### src/hdl/prm_pkg.sv
`timescale 1ns / 1ps
`default_nettype none

package prm_pkg;

   localparam int WINDOW_DEPTH        = 64;
   localparam int ANALYSIS_PERIOD     = 32;
   localparam int DEF_FRAME_PERIOD    = 4;
   localparam int DEF_SAMPLE_BITS     = 12;

   localparam int BAR_FIRST           = 35;
   localparam int BAR_STRIDE          = 4;
   localparam int BAR_LANES           = 8;
   localparam int START_LIMIT         = 51;
   localparam int END_LIMIT           = 62;
   localparam int END_GAP             = 10;
   localparam int DIGIT_MAX           = 99;
   localparam int FRAME_ROWS          = 8;

   localparam int THRESHOLD_BITS      = 12;
   localparam int NUMERATOR_BITS      = 16;
   localparam int BPM_BITS            = 8;
   localparam int IDX_BITS            = 6;

   localparam logic [THRESHOLD_BITS-1:0] THRESHOLD_RESET = 12'd205;
   localparam logic [NUMERATOR_BITS-1:0] NUMERATOR_RESET = 16'd1920;

   localparam logic CSR_EDGE_THRESHOLD = 1'b0;
   localparam logic CSR_RATE_NUMERATOR = 1'b1;

   typedef struct packed {
      logic [11:0] sample;
      logic        bar_mode;
   } req_type;

   typedef struct packed {
      logic [3:0] row_address;
      logic [7:0] row_bits;
      logic       last_row;
   } rsp_type;

   typedef struct packed {
      logic busy;
      logic done;
   } div_stat_type;

   typedef enum logic [5:0] {
      S_IDLE  = 6'b000001,
      S_BAR   = 6'b000010,
      S_EMIT  = 6'b000100,
      S_WRITE = 6'b001000,
      S_SCAN  = 6'b010000,
      S_DIV   = 6'b100000
   } state_type;

   // font rows packed row 7 down to row 0, one nibble each
   function automatic logic [3:0] glyph_row(input logic [3:0] digit, input logic [2:0] row);
      logic [31:0] rows;
      case (digit)
         4'd0: rows = 32'h0EAAAAE0;
         4'd1: rows = 32'h04644440;
         4'd2: rows = 32'h04A842E0;
         4'd3: rows = 32'h0E848A60;
         4'd4: rows = 32'h0AAE8880;
         4'd5: rows = 32'h0E268A60;
         4'd6: rows = 32'h0E2EAAE0;
         4'd7: rows = 32'h0E842220;
         4'd8: rows = 32'h0EAEAAE0;
         4'd9: rows = 32'h0EAE8AE0;
         default: rows = 32'h0;
      endcase
      return rows[{row, 2'b00} +: 4];
   endfunction

   // tens digit of a value below 100 by reciprocal multiply
   function automatic logic [3:0] digit_tens(input logic [6:0] value);
      logic [14:0] prod;
      prod = 15'(value) * 15'd205;
      return prod[14:11];
   endfunction

endpackage

`default_nettype wire

### src/hdl/prm_divider.sv
`timescale 1ns / 1ps
`default_nettype none

module prm_divider import prm_pkg::*; (
   input  wire logic                      clock,
   input  wire logic                      reset,
   input  wire logic                      start,
   input  wire logic [NUMERATOR_BITS-1:0] numer,
   input  wire logic [IDX_BITS-1:0]       denom,
   output div_stat_type                   stat,
   output logic [NUMERATOR_BITS-1:0]      quotient
);

   logic                      busy_ff;
   logic                      done_ff;
   logic [3:0]                cnt_ff;
   logic [IDX_BITS-1:0]       rem_ff;
   logic [IDX_BITS-1:0]       den_ff;
   logic [NUMERATOR_BITS-1:0] quo_ff;

   logic [IDX_BITS:0]         trial;
   logic                      fits;

   assign trial = {rem_ff, quo_ff[NUMERATOR_BITS-1]};
   assign fits  = trial >= {1'b0, den_ff};

   always_ff @(posedge clock) begin
      if (reset) begin
         busy_ff <= 1'b0;
         done_ff <= 1'b0;
      end else begin
         done_ff <= 1'b0;
         if (start) begin
            busy_ff <= 1'b1;
            cnt_ff  <= 4'd15;
            rem_ff  <= '0;
            den_ff  <= denom;
            quo_ff  <= numer;
         end else if (busy_ff) begin
            if (fits) begin
               rem_ff <= IDX_BITS'(trial - {1'b0, den_ff});
            end else begin
               rem_ff <= trial[IDX_BITS-1:0];
            end
            quo_ff <= {quo_ff[NUMERATOR_BITS-2:0], fits};
            cnt_ff <= cnt_ff - 4'd1;
            if (cnt_ff == 4'd0) begin
               busy_ff <= 1'b0;
               done_ff <= 1'b1;
            end
         end
      end
   end

   assign stat.busy = busy_ff;
   assign stat.done = done_ff;
   assign quotient  = quo_ff;

endmodule

`default_nettype wire

### src/hdl/pulse_rate_matrix_display_core.sv
// one item per req transfer; not ready again until the item is done
// plain tick: IDLE then WRITE; frame tick adds 8 row transfers (and bar-lane window reads in bar mode)
// analysis tick adds a 64-entry window scan and a 16-step divider
// synchronous active-high reset; the window reads as zero until written (fill count, no sweep)
`timescale 1ns / 1ps
`default_nettype none

module pulse_rate_matrix_display_core import prm_pkg::*; #(
   parameter int SAMPLE_BITS  = DEF_SAMPLE_BITS,
   parameter int FRAME_PERIOD = DEF_FRAME_PERIOD
) (
   input  wire logic                      clock,
   input  wire logic                      reset,
   input  wire logic                      req_valid,
   output logic                           req_ready,
   input  wire req_type                   req_data,
   output logic                           rsp_valid,
   input  wire logic                      rsp_ready,
   output rsp_type                        rsp_data,
   input  wire logic                      csr_we,
   input  wire logic                      csr_index,
   input  wire logic [NUMERATOR_BITS-1:0] csr_wdata
);

   localparam int FCW = (FRAME_PERIOD > 1) ? $clog2(FRAME_PERIOD) : 1;
   localparam int FRAME_RESET = 1 % FRAME_PERIOD;
   localparam int DW = ((SAMPLE_BITS > THRESHOLD_BITS) ? SAMPLE_BITS : THRESHOLD_BITS) + 2;
   localparam int PW = $clog2(ANALYSIS_PERIOD);
   localparam int CW = IDX_BITS + 1;

   state_type state_ff, state_in;

   logic [SAMPLE_BITS-1:0]    smp_ff;
   logic                      mode_bar_ff;
   logic [IDX_BITS-1:0]       wp_ff;
   logic [CW-1:0]             fill_ff;
   logic [PW-1:0]             phase_ff;
   logic [FCW-1:0]            frame_ff;
   logic [BPM_BITS-1:0]       bpm_ff;
   logic [THRESHOLD_BITS-1:0] thr_ff;
   logic [NUMERATOR_BITS-1:0] num_ff;
   logic [CW-1:0]             cnt_ff;
   logic [2:0]                row_ff;

   logic                      rd_valid_ff;
   logic                      rd_live_ff;
   logic [IDX_BITS-1:0]       rd_idx_ff;
   logic [SAMPLE_BITS-1:0]    mem_q_ff;
   logic [SAMPLE_BITS-1:0]    mem [WINDOW_DEPTH];

   logic [SAMPLE_BITS-1:0]    bar_ff [BAR_LANES];
   logic [SAMPLE_BITS-1:0]    hist1_ff;
   logic [SAMPLE_BITS-1:0]    hist2_ff;
   logic                      start_found_ff;
   logic [IDX_BITS-1:0]       start_ff;
   logic                      end_found_ff;
   logic [IDX_BITS-1:0]       end_ff;
   logic                      div_go_ff;

   logic                      rsp_valid_ff;
   rsp_type                   rsp_data_ff;

   logic                      req_fire;
   logic                      rd_issue;
   logic [IDX_BITS-1:0]       rd_idx;
   logic [IDX_BITS-1:0]       rd_addr;
   logic [CW:0]               live_sum;
   logic [SAMPLE_BITS-1:0]    rd_data;
   logic                      mem_we;
   logic                      emit_load;

   logic [DW-1:0]             rise;
   logic                      is_edge;
   logic [IDX_BITS-1:0]       scan_pos;
   logic [IDX_BITS-1:0]       eff_start;
   logic [IDX_BITS-1:0]       end_val;
   logic [IDX_BITS-1:0]       divisor;

   logic [6:0]                shown;
   logic [3:0]                tens;
   logic [3:0]                ones;
   logic [7:0]                row_bits;
   logic [SAMPLE_BITS-1:0]    row_level;

   div_stat_type              div_stat;
   logic [NUMERATOR_BITS-1:0] div_quo;

   assign req_ready = (state_ff == S_IDLE);
   assign req_fire  = req_valid && req_ready;
   assign rsp_valid = rsp_valid_ff;
   assign rsp_data  = rsp_data_ff;

   // window read port, logical index mapped onto the circular buffer
   always_comb begin
      rd_issue = 1'b0;
      rd_idx   = cnt_ff[IDX_BITS-1:0];
      if (state_ff == S_BAR) begin
         rd_issue = (cnt_ff < CW'(BAR_LANES));
         rd_idx   = IDX_BITS'(BAR_FIRST) + {cnt_ff[2:0], 2'b00};
      end else if (state_ff == S_SCAN) begin
         rd_issue = (cnt_ff < CW'(WINDOW_DEPTH));
      end
   end

   assign rd_addr  = wp_ff + rd_idx;
   assign live_sum = (CW+1)'(rd_idx) + (CW+1)'(fill_ff);
   assign rd_data  = rd_live_ff ? mem_q_ff : '0;
   assign mem_we   = (state_ff == S_WRITE);

   always_ff @(posedge clock) begin
      if (mem_we) begin
         mem[wp_ff] <= smp_ff;
      end
      mem_q_ff <= mem[rd_addr];
   end

   // edge search
   assign rise      = DW'(rd_data) - DW'(hist2_ff);
   assign is_edge   = $signed(rise) >= $signed(DW'(thr_ff));
   assign scan_pos  = rd_idx_ff - IDX_BITS'(2);
   assign eff_start = start_found_ff ? start_ff : IDX_BITS'(START_LIMIT);
   assign end_val   = end_found_ff ? end_ff : IDX_BITS'(END_LIMIT);
   assign divisor   = end_val - eff_start;

   // row formatting
   assign shown     = (bpm_ff > BPM_BITS'(DIGIT_MAX)) ? 7'(DIGIT_MAX) : bpm_ff[6:0];
   assign tens      = digit_tens(shown);
   assign ones      = 4'(shown - 7'(tens) * 7'd10);
   assign row_level = SAMPLE_BITS'(row_ff) << (SAMPLE_BITS - 3);

   always_comb begin
      row_bits = {glyph_row(ones, row_ff), glyph_row(tens, row_ff)};
      if (mode_bar_ff) begin
         for (int k = 0; k < BAR_LANES; k++) begin
            row_bits[k] = bar_ff[k] > row_level;
         end
      end
   end

   assign emit_load = (state_ff == S_EMIT) && (!rsp_valid_ff || rsp_ready);

   always_comb begin
      state_in = state_ff;
      case (state_ff)
         S_IDLE: begin
            if (req_fire) begin
               if (frame_ff == FCW'(1)) begin
                  state_in = req_data.bar_mode ? S_BAR : S_EMIT;
               end else begin
                  state_in = S_WRITE;
               end
            end
         end
         S_BAR: begin
            if (cnt_ff == CW'(BAR_LANES)) begin
               state_in = S_EMIT;
            end
         end
         S_EMIT: begin
            if (emit_load && row_ff == 3'(FRAME_ROWS - 1)) begin
               state_in = S_WRITE;
            end
         end
         S_WRITE: begin
            state_in = (phase_ff == '0) ? S_SCAN : S_IDLE;
         end
         S_SCAN: begin
            if (rd_valid_ff && rd_idx_ff == IDX_BITS'(WINDOW_DEPTH - 1)) begin
               state_in = S_DIV;
            end
         end
         S_DIV: begin
            if (div_stat.done) begin
               state_in = S_IDLE;
            end
         end
         default: state_in = S_IDLE;
      endcase
   end

   always_ff @(posedge clock) begin
      if (reset) begin
         state_ff       <= S_IDLE;
         wp_ff          <= '0;
         fill_ff        <= '0;
         phase_ff       <= PW'(1);
         frame_ff       <= FCW'(FRAME_RESET);
         bpm_ff         <= '0;
         thr_ff         <= THRESHOLD_RESET;
         num_ff         <= NUMERATOR_RESET;
         rd_valid_ff    <= 1'b0;
         rsp_valid_ff   <= 1'b0;
         div_go_ff      <= 1'b0;
         start_found_ff <= 1'b0;
         end_found_ff   <= 1'b0;
         cnt_ff         <= '0;
         row_ff         <= '0;
      end else begin
         state_ff    <= state_in;
         rd_valid_ff <= rd_issue;
         rd_live_ff  <= live_sum >= (CW+1)'(WINDOW_DEPTH);
         rd_idx_ff   <= rd_idx;
         div_go_ff   <= 1'b0;

         if (csr_we) begin
            case (csr_index)
               CSR_EDGE_THRESHOLD: thr_ff <= csr_wdata[THRESHOLD_BITS-1:0];
               CSR_RATE_NUMERATOR: num_ff <= csr_wdata;
               default: ;
            endcase
         end

         if (rd_issue) begin
            cnt_ff <= cnt_ff + CW'(1);
         end

         if (req_fire) begin
            smp_ff      <= SAMPLE_BITS'(req_data.sample);
            mode_bar_ff <= req_data.bar_mode;
            cnt_ff      <= '0;
            row_ff      <= '0;
         end

         if (state_ff == S_BAR && rd_valid_ff) begin
            for (int k = 0; k < BAR_LANES - 1; k++) begin
               bar_ff[k] <= bar_ff[k+1];
            end
            bar_ff[BAR_LANES-1] <= rd_data;
         end

         if (emit_load) begin
            rsp_valid_ff             <= 1'b1;
            rsp_data_ff.row_address  <= {1'b0, row_ff} + 4'd1;
            rsp_data_ff.row_bits     <= row_bits;
            rsp_data_ff.last_row     <= (row_ff == 3'(FRAME_ROWS - 1));
            row_ff                   <= row_ff + 3'd1;
         end else if (rsp_ready) begin
            rsp_valid_ff <= 1'b0;
         end

         if (mem_we) begin
            wp_ff    <= wp_ff + IDX_BITS'(1);
            if (fill_ff != CW'(WINDOW_DEPTH)) begin
               fill_ff <= fill_ff + CW'(1);
            end
            phase_ff <= (phase_ff == PW'(ANALYSIS_PERIOD - 1)) ? '0 : phase_ff + PW'(1);
            if (phase_ff == PW'(ANALYSIS_PERIOD - 1) || frame_ff == FCW'(FRAME_PERIOD - 1)) begin
               frame_ff <= '0;
            end else begin
               frame_ff <= frame_ff + FCW'(1);
            end
            cnt_ff         <= '0;
            start_found_ff <= 1'b0;
            end_found_ff   <= 1'b0;
         end

         if (state_ff == S_SCAN && rd_valid_ff) begin
            hist1_ff <= rd_data;
            hist2_ff <= hist1_ff;
            if (rd_idx_ff >= IDX_BITS'(2)) begin
               if (!start_found_ff && scan_pos < IDX_BITS'(START_LIMIT) && is_edge) begin
                  start_found_ff <= 1'b1;
                  start_ff       <= scan_pos;
               end
               if (!end_found_ff && scan_pos >= eff_start + IDX_BITS'(END_GAP) && is_edge) begin
                  end_found_ff <= 1'b1;
                  end_ff       <= scan_pos;
               end
            end
            if (rd_idx_ff == IDX_BITS'(WINDOW_DEPTH - 1)) begin
               div_go_ff <= 1'b1;
            end
         end

         if (state_ff == S_DIV && div_stat.done) begin
            bpm_ff <= (|div_quo[NUMERATOR_BITS-1:BPM_BITS]) ? '1 : div_quo[BPM_BITS-1:0];
         end
      end
   end

   prm_divider u_divider (
      .clock    (clock),
      .reset    (reset),
      .start    (div_go_ff),
      .numer    (num_ff),
      .denom    (divisor),
      .stat     (div_stat),
      .quotient (div_quo)
   );

   a_one_item: assert property (@(posedge clock) disable iff (reset)
      req_fire |=> !req_ready)
      else $error("ready again right after an input transfer");

   a_div_owned: assert property (@(posedge clock) disable iff (reset)
      div_stat.busy |-> (state_ff == S_DIV))
      else $error("divider running outside the divide step");

   a_fill_bound: assert property (@(posedge clock) disable iff (reset)
      fill_ff <= CW'(WINDOW_DEPTH))
      else $error("window fill count overflow");

   a_last_row: assert property (@(posedge clock) disable iff (reset)
      (rsp_valid_ff && rsp_data_ff.last_row) |-> (rsp_data_ff.row_address == 4'(FRAME_ROWS)))
      else $error("last row flag on wrong row");

   a_scan_start: assert property (@(posedge clock) disable iff (reset)
      (state_ff == S_SCAN) |-> (phase_ff == PW'(1)))
      else $error("window scan outside the analysis tick");

endmodule

`default_nettype wire

### config.mk
export PLATFORM = sky130hd
export DESIGN_NAME = pulse_rate_matrix_display_core
export DESIGN_NICKNAME = d
export VERILOG_FILES = /design/src/hdl/prm_pkg.sv /design/src/hdl/prm_divider.sv /design/src/hdl/pulse_rate_matrix_display_core.sv
export SDC_FILE = /design/constraint.sdc
export NUM_CORES = 1
export LEC_CHECK = 0
export BUFFER_PORTS_ARGS = -buffer_cell sky130_fd_sc_hd__buf_2
export CORE_UTILIZATION = 66
export DETAILED_ROUTE_END_ITERATION = 12
export GPL_TIMING_DRIVEN = 0
export MAX_ROUTING_LAYER = met4
export PLACE_DENSITY = 0.87
export SYNTH_ARGS = -nofsm -noshare
export SYNTH_HDL_FRONTEND = slang
export SYNTH_SLANG_ARGS = --single-unit
### constraint.sdc
create_clock -name clock -period 19.18 [get_ports clock]
set_input_delay 5.754 -clock clock [delete_from_list [all_inputs] [get_ports clock]]
set_output_delay 5.754 -clock clock [all_outputs]
set_load 0.01 [all_outputs]
== Yosys cells after proc, flatten, opt, wreduce, memory -nomap -nowiden ==
Memories as Yosys holds them, arrays and structs flattened. A register that Yosys moved wholly into a read port is not among the register bits.
Index checks and enable logic that the tools add are counted.

* Bits in read-only memories: 576
* Bits in registers: 180
* Bits in latches: 0
* Memories: 4
* Word-level logic and storage cells: 179
* Bits in writable memories: 864

* Reduce and logical (&&, ||, !) cells: 36
* Equal/unequal tests: 18
* Shift-type cells: 2
* Muxes and demuxes: 47
* Magnitude comparators: 17
* Bitwise operators: 4
* Div/mod/pow operators: 0
* Add/subtract/negate cells: 17
* Multipliers: 2

{| class="wikitable"
|+ Memories
! name !! depth !! width !! read ports !! clocked after Yosys merged registers in !! write ports !! RTL line !! RTL
|-
| mem || 64 || 12 || 1 || 1 || 1 || pulse_rate_matrix_display_core.sv:49 || <nowiki>logic [SAMPLE_BITS-1:0] mem [WINDOW_DEPTH];</nowiki>
|-
| (name not given) || 16 || 18 || 1 || 0 || 0 || prm_pkg.sv:59 || <nowiki>case (digit)</nowiki>
|-
| (name not given) || 16 || 18 || 1 || 0 || 0 || prm_pkg.sv:59 ||
|-
| bar_ff || 8 || 12 || 8 || 0 || 8 || pulse_rate_matrix_display_core.sv:51 || <nowiki>logic [SAMPLE_BITS-1:0] bar_ff [BAR_LANES];</nowiki>
|}

{| class="wikitable"
|+ Operators by type and width
! cell !! count
|-
| 12-bit > comparator || 8
|-
| 32-bit by 6-bit variable part select with 4-bit output || 2
|-
| 6-bit 2-to-1 mux || 10
|-
| 6-bit one-hot mux with 6 select lines || 1
|-
| 16-bit 2-to-1 mux || 2
|-
| 1-bit 2-to-1 mux || 22
|-
| 8-bit 2-to-1 mux || 2
|-
| 2-bit AND reduction || 8
|-
| 7-bit by 8-bit multiplier with 15-bit output (second input constant) || 1
|-
| 7-bit by 1-bit adder with 7-bit output (second input constant) || 2
|-
| 13-bit >= comparator || 1
|-
| 12-bit by 12-bit subtractor with 13-bit output || 1
|-
| 6-bit equality test (second input constant) || 2
|-
| 12-bit 2-to-1 mux || 1
|-
| 6-bit subtractor || 2
|-
| 1-bit logical AND || 11
|-
| 5-bit 2-to-1 mux || 2
|-
| 3-bit 2-to-1 mux || 3
|-
| 6-bit by 7-bit adder with 8-bit output || 1
|-
| 8-bit by 7-bit >= comparator with 1-bit output (second input constant) || 1
|-
| 8-bit by 7-bit > comparator with 1-bit output (second input constant) || 1
|-
| 4-bit 2-to-1 mux || 2
|-
| 2-bit by 1-bit != test with 1-bit output (second input constant) || 4
|-
| 4-bit AND reduction || 2
|-
| other kinds (42) || 51
|}

== Longest topological paths before layout ==
Gate-level depths: netlist (run 1).

* Depth in word-level cells: 8
* Gate-level depth with buffers: 30

== Cells and area by module ==
A second synthesis (run 1) with hierarchy kept.

* Cell total of the unflattened synthesis: 2476
* Area, all modules: 44006.0 um2

{| class="wikitable"
|+ Modules (own cells, without submodules)
! module !! seq. area each (um2) !! cells each !! area each (um2) !! instances
|-
| pulse_rate_matrix_display_core || 29798.6 || 2355 || 42325.6 || 1
|-
| prm_divider || 1001.0 || 121 || 1680.4 || 1
|}

== Worst setup path after synthesis (run 1) ==
No wires, ideal clock.

* Kind: input to register
* Start point: input reset
* End point: memory bar_ff[0][0] (netlist bit), enable pin
* Stages: 4
* Setup time: 551 ps
* Arrival time: 10099 ps
* Buffers on the path: 1
* Slack: 8530 ps
* Path through: clkbuf_1 > inv_1 > nand2_1 > nor2_1

{| class="wikitable"
|+ RTL lines
! what !! RTL line !! RTL
|-
| start, declared || pulse_rate_matrix_display_core.sv:13 || <nowiki>input wire logic reset,</nowiki>
|-
| end, declared || pulse_rate_matrix_display_core.sv:51 ||
|}

== Worst setup path in the final report (run 1) ==
* Start point: input reset
* End point: register end_ff[4], enable pin

* Cells in the longest elaborated chain, start to end: 2

{| class="wikitable"
|+ Ends and longest elaborated chain
! what !! RTL line !! RTL
|-
| 1-bit NOT (no line) || n/a ||
|-
| 4-bit AND reduction (no line) || n/a ||
|-
| end signal, assigned || pulse_rate_matrix_display_core.sv:267 || <nowiki>end_ff <= scan_pos;</nowiki>
|-
| end, declared || pulse_rate_matrix_display_core.sv:57 || <nowiki>logic [IDX_BITS-1:0] end_ff;</nowiki>
|}

No other way between the ends.
A chain may end at the register's enable or synchronous reset.

==> impl_metrics.csv, run 1 <==
group,metric,value,unit
cells_and_area,final_area,49300,sq um
yosys,yosys.area_share.simple,5.33,%
power,p_total,5.09,mW
die,fp.coreArea,65700,sq um
yosys,ys_warn_count,0,
die,start_util,66.7,%
yosys,netlist_instances,2473,
yosys,synth_nets,2651,
cells_and_area,utilization,75.0,%
yosys,synth-adder-area-share,4.30,%
yosys,synthMuxAreaShare,13.3,%
detailed_routing,dr.pass1.iters,5,
detailed_routing,drc_errors,0,
detailed_routing,num_vias,25100,
sta,setup_viol,0,
place,place_area,46000,sq um
cells_and_area,syn2layout_area_growth,12.4,%
setup_path,critPathCaptureType,"flip-flop",
sta,setup_tns,0,ps
detailed_routing,wl_per_cell,31.3,microns
min_path,min_path_type,"flip-flop to flip-flop",
job,drv_cap,0,
power,total_leakage_power,16.6,nW
setup_path,crit_fanout,8,
die,rows,94,
yosys,ys_seq_elements,1056,
global_route,grt_pass1_vias,25200,
yosys,synth_compound_area_share,3.81,%
cells_and_area,fin_cells,3610,
place,place_congestion,0.974,
place,place_inst,3415,
sta,fmax,128,MHz
detailed_routing,vias_per_cell,6.94,
sta,rsz0062_at_grt,"false",
global_route,grt_max_degree,38,
cells_and_area,finalNetCount,2832,
place,hpwl,70.2,mm
setup_path,path_class,"primary input to flip-flop",
clock_tree,path_clk_slew,60,ps
die,dieArea,67500,sq um
clock_tree,cts_resized,0,
die,die_y,260,microns
yosys,ys_types,79,
run_status,status,"complete, no violations",
sta,drv_slew,0,
clock_tree,post-cts-setup-buffer-count,0,
yosys,async_flop_share,0,%
place,dp_slack,10680,ps
global_route,grt_pass1_wl,165,mm
clock_tree,clock_latency,690,ps
global_route,antenna_found_initial,7,
clock_tree,cts_tree,"yes",
yosys,netlist_area,43900,sq um
yosys,synthXorXnorAreaFrac,1.03,%
sta,relSlewSlack,7.64,%
sta,skew,46.1,ps
setup_path,arrival,8070,ps
clock_tree,clockRootBuffer,"clkbuf_16",
yosys,synth_seq_area_share,70.2,%
yosys,ys.flop_type,"edfxtp_1",
setup_path,cp.required,19460,ps
setup_path,start_kind,"primary input",
detailed_routing,routed_wl,113,mm
die,die_w,260,microns
sta,hold_slack,418,ps
sta,hold_violations,0,
global_route,grt_usage,35.4,%
power,worst_ir_drop_vdd,0.110,mV
clock_tree,clock-sinks,1056,
sta,fin_crit,7790,ps
sta,tightest_slew,1380,ps
cells_and_area,layout-drive-gt1-share,19.8,%
global_route,grt.overflow.total,0,
yosys,synth_top_family_by_area,"multiplexers",
sta,fin_crit_sh,40.6,%
place,portBuffers,48,
yosys,synth_edf_count,965,
clock_tree,cts_buffers,100,
detailed_routing,ant_nets,0,
clock_tree,h-tree-depth,3,
clock_tree,clockBufferDepth,3,
power,power_per_cell_area,103,nW/um^2
clock_tree,cts_hold_buf,0,
detailed_routing,drt-initial-drc-count,3460,
die,design.portCount,50,
yosys,syn-mean-instance-area,17.7,sq um
sta,timing.final.ws_setup,11390,ps
cells in the mapped netlist (all sizes together), types with 14 or more instances:
library cell / number / area [sq um]
nand2: 125 / 472
nand2b: 34 / 220
nor2b: 32 / 200
mux4: 240 / 5410
dfxtp: 91 / 1820
xor2: 21 / 191
edfxtp: 965 / 29000
o21ai: 39 / 195
clkbuf: 61 / 229
nor4: 14 / 87.6
a21oi: 91 / 470
buf: 40 / 206
nand3: 24 / 120
mux2i: 23 / 230
ha: 130 / 1630
xnor2: 29 / 262
a21o: 23 / 180
inv: 122 / 458
mux2: 16 / 180
a211oi: 15 / 118
nor2: 151 / 567
nor4b: 18 / 158
and2: 14 / 87.6
cells in the final DEF, fill, tap and decap left out, types with 14 or more instances in the layout:
cell,count
a211oi_1,14
a21o_1,22
a21oi_1,89
and2_1,14
buf_16,24
buf_2,75
clkbuf_1,81
clkbuf_16,105
clkinv_1,25
clkinv_2,17
dfxtp_1,91
edfxtp_1,965
ha_1,130
inv_1,121
mux2_2,16
mux2i_1,23
mux4_2,240
nand2_1,124
nand2b_1,33
nand3_1,24
nor2_1,148
nor2b_1,32
nor4_1,14
nor4b_1,18
o21ai_0,37
xnor2_1,28
xor2_1,20
per-layer routing:
metal / part of all wire (%) / track usage [%]
met1: 34 / 42.6
met4: 6.0 / 17.6
met5: 0 / -
met2: 50 / 57.2
met3: 10 / 7.57
flip-flops by register name, summed over array words and instances (netlist names), 7 cells and up:
register            flops
bar_ff                 96
mem                   768
smp_ff                 12
num_ff                 16
cnt_ff                  7
rsp_data               13
thr_ff                 12
u_divider.quotient     16
mem_q_ff               12
fill_ff                 7
hist2_ff               12
hist1_ff               12
bpm_ff                  8
power breakdown:
part           internal, mW  switching, mW  total, mW
clock                  1.13          0.880       2.01
combinational         0.209          0.285      0.494
sequential             2.56         0.0309       2.59
logic make-up (layout without fill, tap and decap cells):
family	count (synthesis)	count (layout)
DFF	1056	1056
other	0	8
muxes	279	279
buffers and inverters	223	488
and+or+nand+nor	473	473
AOI/OAI and AO/OA	249	249
adders and majority gates	143	143
xor gates and xnor gates	50	50
final timing paths:
path | startpoint | cells past startpoint | endpoint | slack [ps]
hold / removal | hist1_ff[6] | 0 | hist2_ff[6] | 420
hold reg to reg | hist1_ff[6] | 0 | hist2_ff[6] | 420
setup / recovery | reset | 8 | end_ff[4] | 11390
setup reg to reg | bpm_ff[2] | 21 | rsp_data[6] | 12510
layout make-up:
cell class              instances  area, sq um
inverters                     122          458
fillers                      3487        16500
multi-input cells            1194        12200
clock buffers                 127         2730
clock inverters                59          579
diodes                          8         20.0
repair buffers                 79         1010
well taps                     864         1080
plain buffers                 101          435
flip-flops and latches       1056        30800
critical path: stages:
cell,delay [ps]
clkbuf_1,180
inv_1,220
nand2_1,180
nor2_2,320
o221ai_1,180
nor3_1,170
o21ai_0,320
nor3_1,740
(Power assumes the default switching activity.)
==> run 2, diff against run 1 <==
--- a/config.mk
+++ b/config.mk
@@ -6,11 +6,11 @@
 export NUM_CORES = 1
 export LEC_CHECK = 0
 export BUFFER_PORTS_ARGS = -buffer_cell sky130_fd_sc_hd__buf_2
-export CORE_UTILIZATION = 66
+export CORE_UTILIZATION = 57
 export DETAILED_ROUTE_END_ITERATION = 12
 export GPL_TIMING_DRIVEN = 0
 export MAX_ROUTING_LAYER = met4
-export PLACE_DENSITY = 0.87
+export PLACE_DENSITY = 0.8
 export SYNTH_ARGS = -nofsm -noshare
 export SYNTH_HDL_FRONTEND = slang
 export SYNTH_SLANG_ARGS = --single-unit
==> constraint.sdc (replaced) <==
create_clock -name clock -period 6.3 [get_ports clock]
set_input_delay 1.89 -clock clock [delete_from_list [all_inputs] [get_ports clock]]
set_output_delay 1.89 -clock clock [all_outputs]
set_load 0.01 [all_outputs]
==> run 2 against run 1 <==
- final cell count grew 4.8%
- clock skew down 8.8 ps
- via count fell by 4.4%
- register-to-register slack worse by 12000 ps
- sequential cell count is the same
- non-clock buffer count up 3
- count of clock-buffer cells in the layout down 4
- clock power rose to 3.0 times the previous value
- critical path depth increased by 13
==> impl_metrics.csv, run 2 (same netlist as run 1, synthesis figures left out) <==
group,metric,value,unit
clock_tree,clockRootBuffer,"clkbuf_16",
min_path,min_path_type,"flip-flop to flip-flop",
detailed_routing,drc_errors,0,
global_route,grt_max_degree,41,
sta,fmax,165,MHz
global_route,antenna_found_initial,11,
sta,rsz0062_at_grt,"false",
detailed_routing,drt-initial-drc-count,2643,
cells_and_area,syn2layout_area_growth,12.9,%
detailed_routing,dr.pass1.iters,8,
setup_path,arrival,6540,ps
sta,fin_crit_sh,96.0,%
power,p_total,15.3,mW
clock_tree,clock_latency,690,ps
clock_tree,h-tree-depth,3,
power,comb_power_share,9.4,%
place,place_congestion,0.944,
cells_and_area,utilization,65.1,%
detailed_routing,ant_nets,0,
die,die_w,279,microns
job,drv_cap,0,
setup_path,crit_fanout,6,
clock_tree,clock-sinks,1056,
power,p_int,11.7,mW
sta,setup_viol,0,
clock_tree,cts_tree,"yes",
die,start_util,57.6,%
die,fp.coreArea,76100,sq um
global_route,grt_pass1_wl,153,mm
cells_and_area,top_register,"mem",
detailed_routing,routed_wl,103,mm
power,worst_ir_drop_vdd,0.276,mV
setup_path,path_class,"flip-flop to flip-flop",
global_route,grt.overflow.total,0,
power,seqPwrFrac,51.5,%
sta,tightest_slew,1400,ps
power,total_leakage_power,16.6,nW
detailed_routing,vias_per_cell,6.33,
die,rows,101,
clock_tree,path_clk_slew,60,ps
run_status,status,"complete, no violations",
power,switching_share,23.3,%
place,hpwl,66.2,mm
detailed_routing,num_vias,24000,
clock_tree,clockBufferDepth,3,
cells_and_area,reg.largest.list,"mem x768, bar_ff x96",
cells_and_area,layout-drive-gt1-share,20.2,%
cells_and_area,layout_common_cells,"edfxtp_1, mux4_2, nor2_1, ha_1, nand2_1",
sta,fin_crit,6050,ps
cells_and_area,finalNetCount,2835,
setup_path,critPathCaptureType,"flip-flop",
place,portBuffers,48,
setup_path,cp.required,6790,ps
global_route,grt_usage,27.7,%
setup_path,start_kind,"flip-flop",
detailed_routing,wl_per_cell,27.2,microns
sta,relSlewSlack,6.15,%
sta,drv_slew,0,
die,dieArea,78100,sq um
clock_tree,cts_buffers,100,
sta,hold_violations,0,
global_route,grt_pass1_vias,24500,
power,p_sw,3.56,mW
cells_and_area,final_common_cell,"edfxtp_1",
die,design.portCount,50,
cells_and_area,largest_reg_flops,768,
die,die_y,279,microns
sta,skew,37.3,ps
power,power_per_cell_area,309,nW/um^2
sta,hold_slack,412,ps
power,power_frac_clock,39.1,%
run 2: changes by cell type in the layout (fill, tap and decap cells not counted), moves of 3 or more:
cell,previous run,this run
diode_2,8,11
buf_4,3,8
clkbuf_16,105,101
clkinvlp_4,1,5
run 2: routing by layer:
metal  up-vias  track usage (%)  share of wire (%)
met3       264             5.82                9.8
met2      1368             44.0                 49
met1     12200             35.5                 37
met4         0             10.2                3.9
li1      10200                -                  -
met5         -                -                  0
run 2: critical path, stage by stage, from the launching register on:
cell and delay [ps]:
dfxtp_2 360, o311ai_2 310, nor2b_4 230, and2_4 170, ha_1 230, ha_1 300, fa_1 520, inv_1 60
fa_1 500, inv_1 50, ha_1 210, a211o_1 300, o311a_4 370, a31oi_4 230, xor2_4 200, inv_1 90
ha_1 350, ha_1 350, nor2_1 90, a211o_1 340, a311o_1 380, a211oi_2 250
run 2: repair_timing:
action / CTS / global route
buffers inserted: 1 / 4
pin swaps: 0 / 5
gates resized for setup: 6 / 7
setup endpoints to repair: 3 / 3
endpoints found under the hold margin: 0 / 0
gates cloned: 0 / 0
hold buffers: 0 / 0
run 2: area by class of cell:
type                       count  area, sq um
buffer                       101          435
multi-input combinational   1194        12300
tap                         1030         1290
antenna                       11         27.5
fill                        4885        26600
timing repair buffer          82          991
sequential                  1056        30800
clock inverter                65          643
clock buffer                 123         2620
inverter                     122          458
run 2: power by group through the flow:
| stage | sequential [mW] | clock [mW] | combinational [mW] |
|---|---|---|---|
| 3_3_place_gp | 8.14 | 0 | 1.14 |
| 2_1_floorplan | 8.04 | 0 | 0.821 |
| 3_5_place_dp | 8.02 | 0 | 1.40 |
| 6_report | 7.88 | 5.98 | 1.44 |
| 4_1_cts | 7.87 | 6.02 | 1.43 |
| 5_1_grt | 7.88 | 6.26 | 1.52 |
run 2: final timing paths:
path / start / to / slack (ps) / depth (start not counted)
worst max register to register: bpm_ff[4] / rsp_data[6] / 250 / 21
worst min-delay path: hist1_ff[2] / hist2_ff[2] / 410 / 0
worst max-delay path: bpm_ff[4] / rsp_data[6] / 250 / 21
worst min register to register: hist1_ff[2] / hist2_ff[2] / 410 / 0
run 2: metrics by stage:
stage               TNS, ps  cell area (sq um)  cells  setup WS (ps)
floorplan                 0              43900   2473            432
detailed placement     -642              46100   3579           -284
finish                    0              49500   3784            253
global route              0              49500   3778           2.09
CTS                       0              49400   3768           60.1
global placement       -382              45400   3551           -188
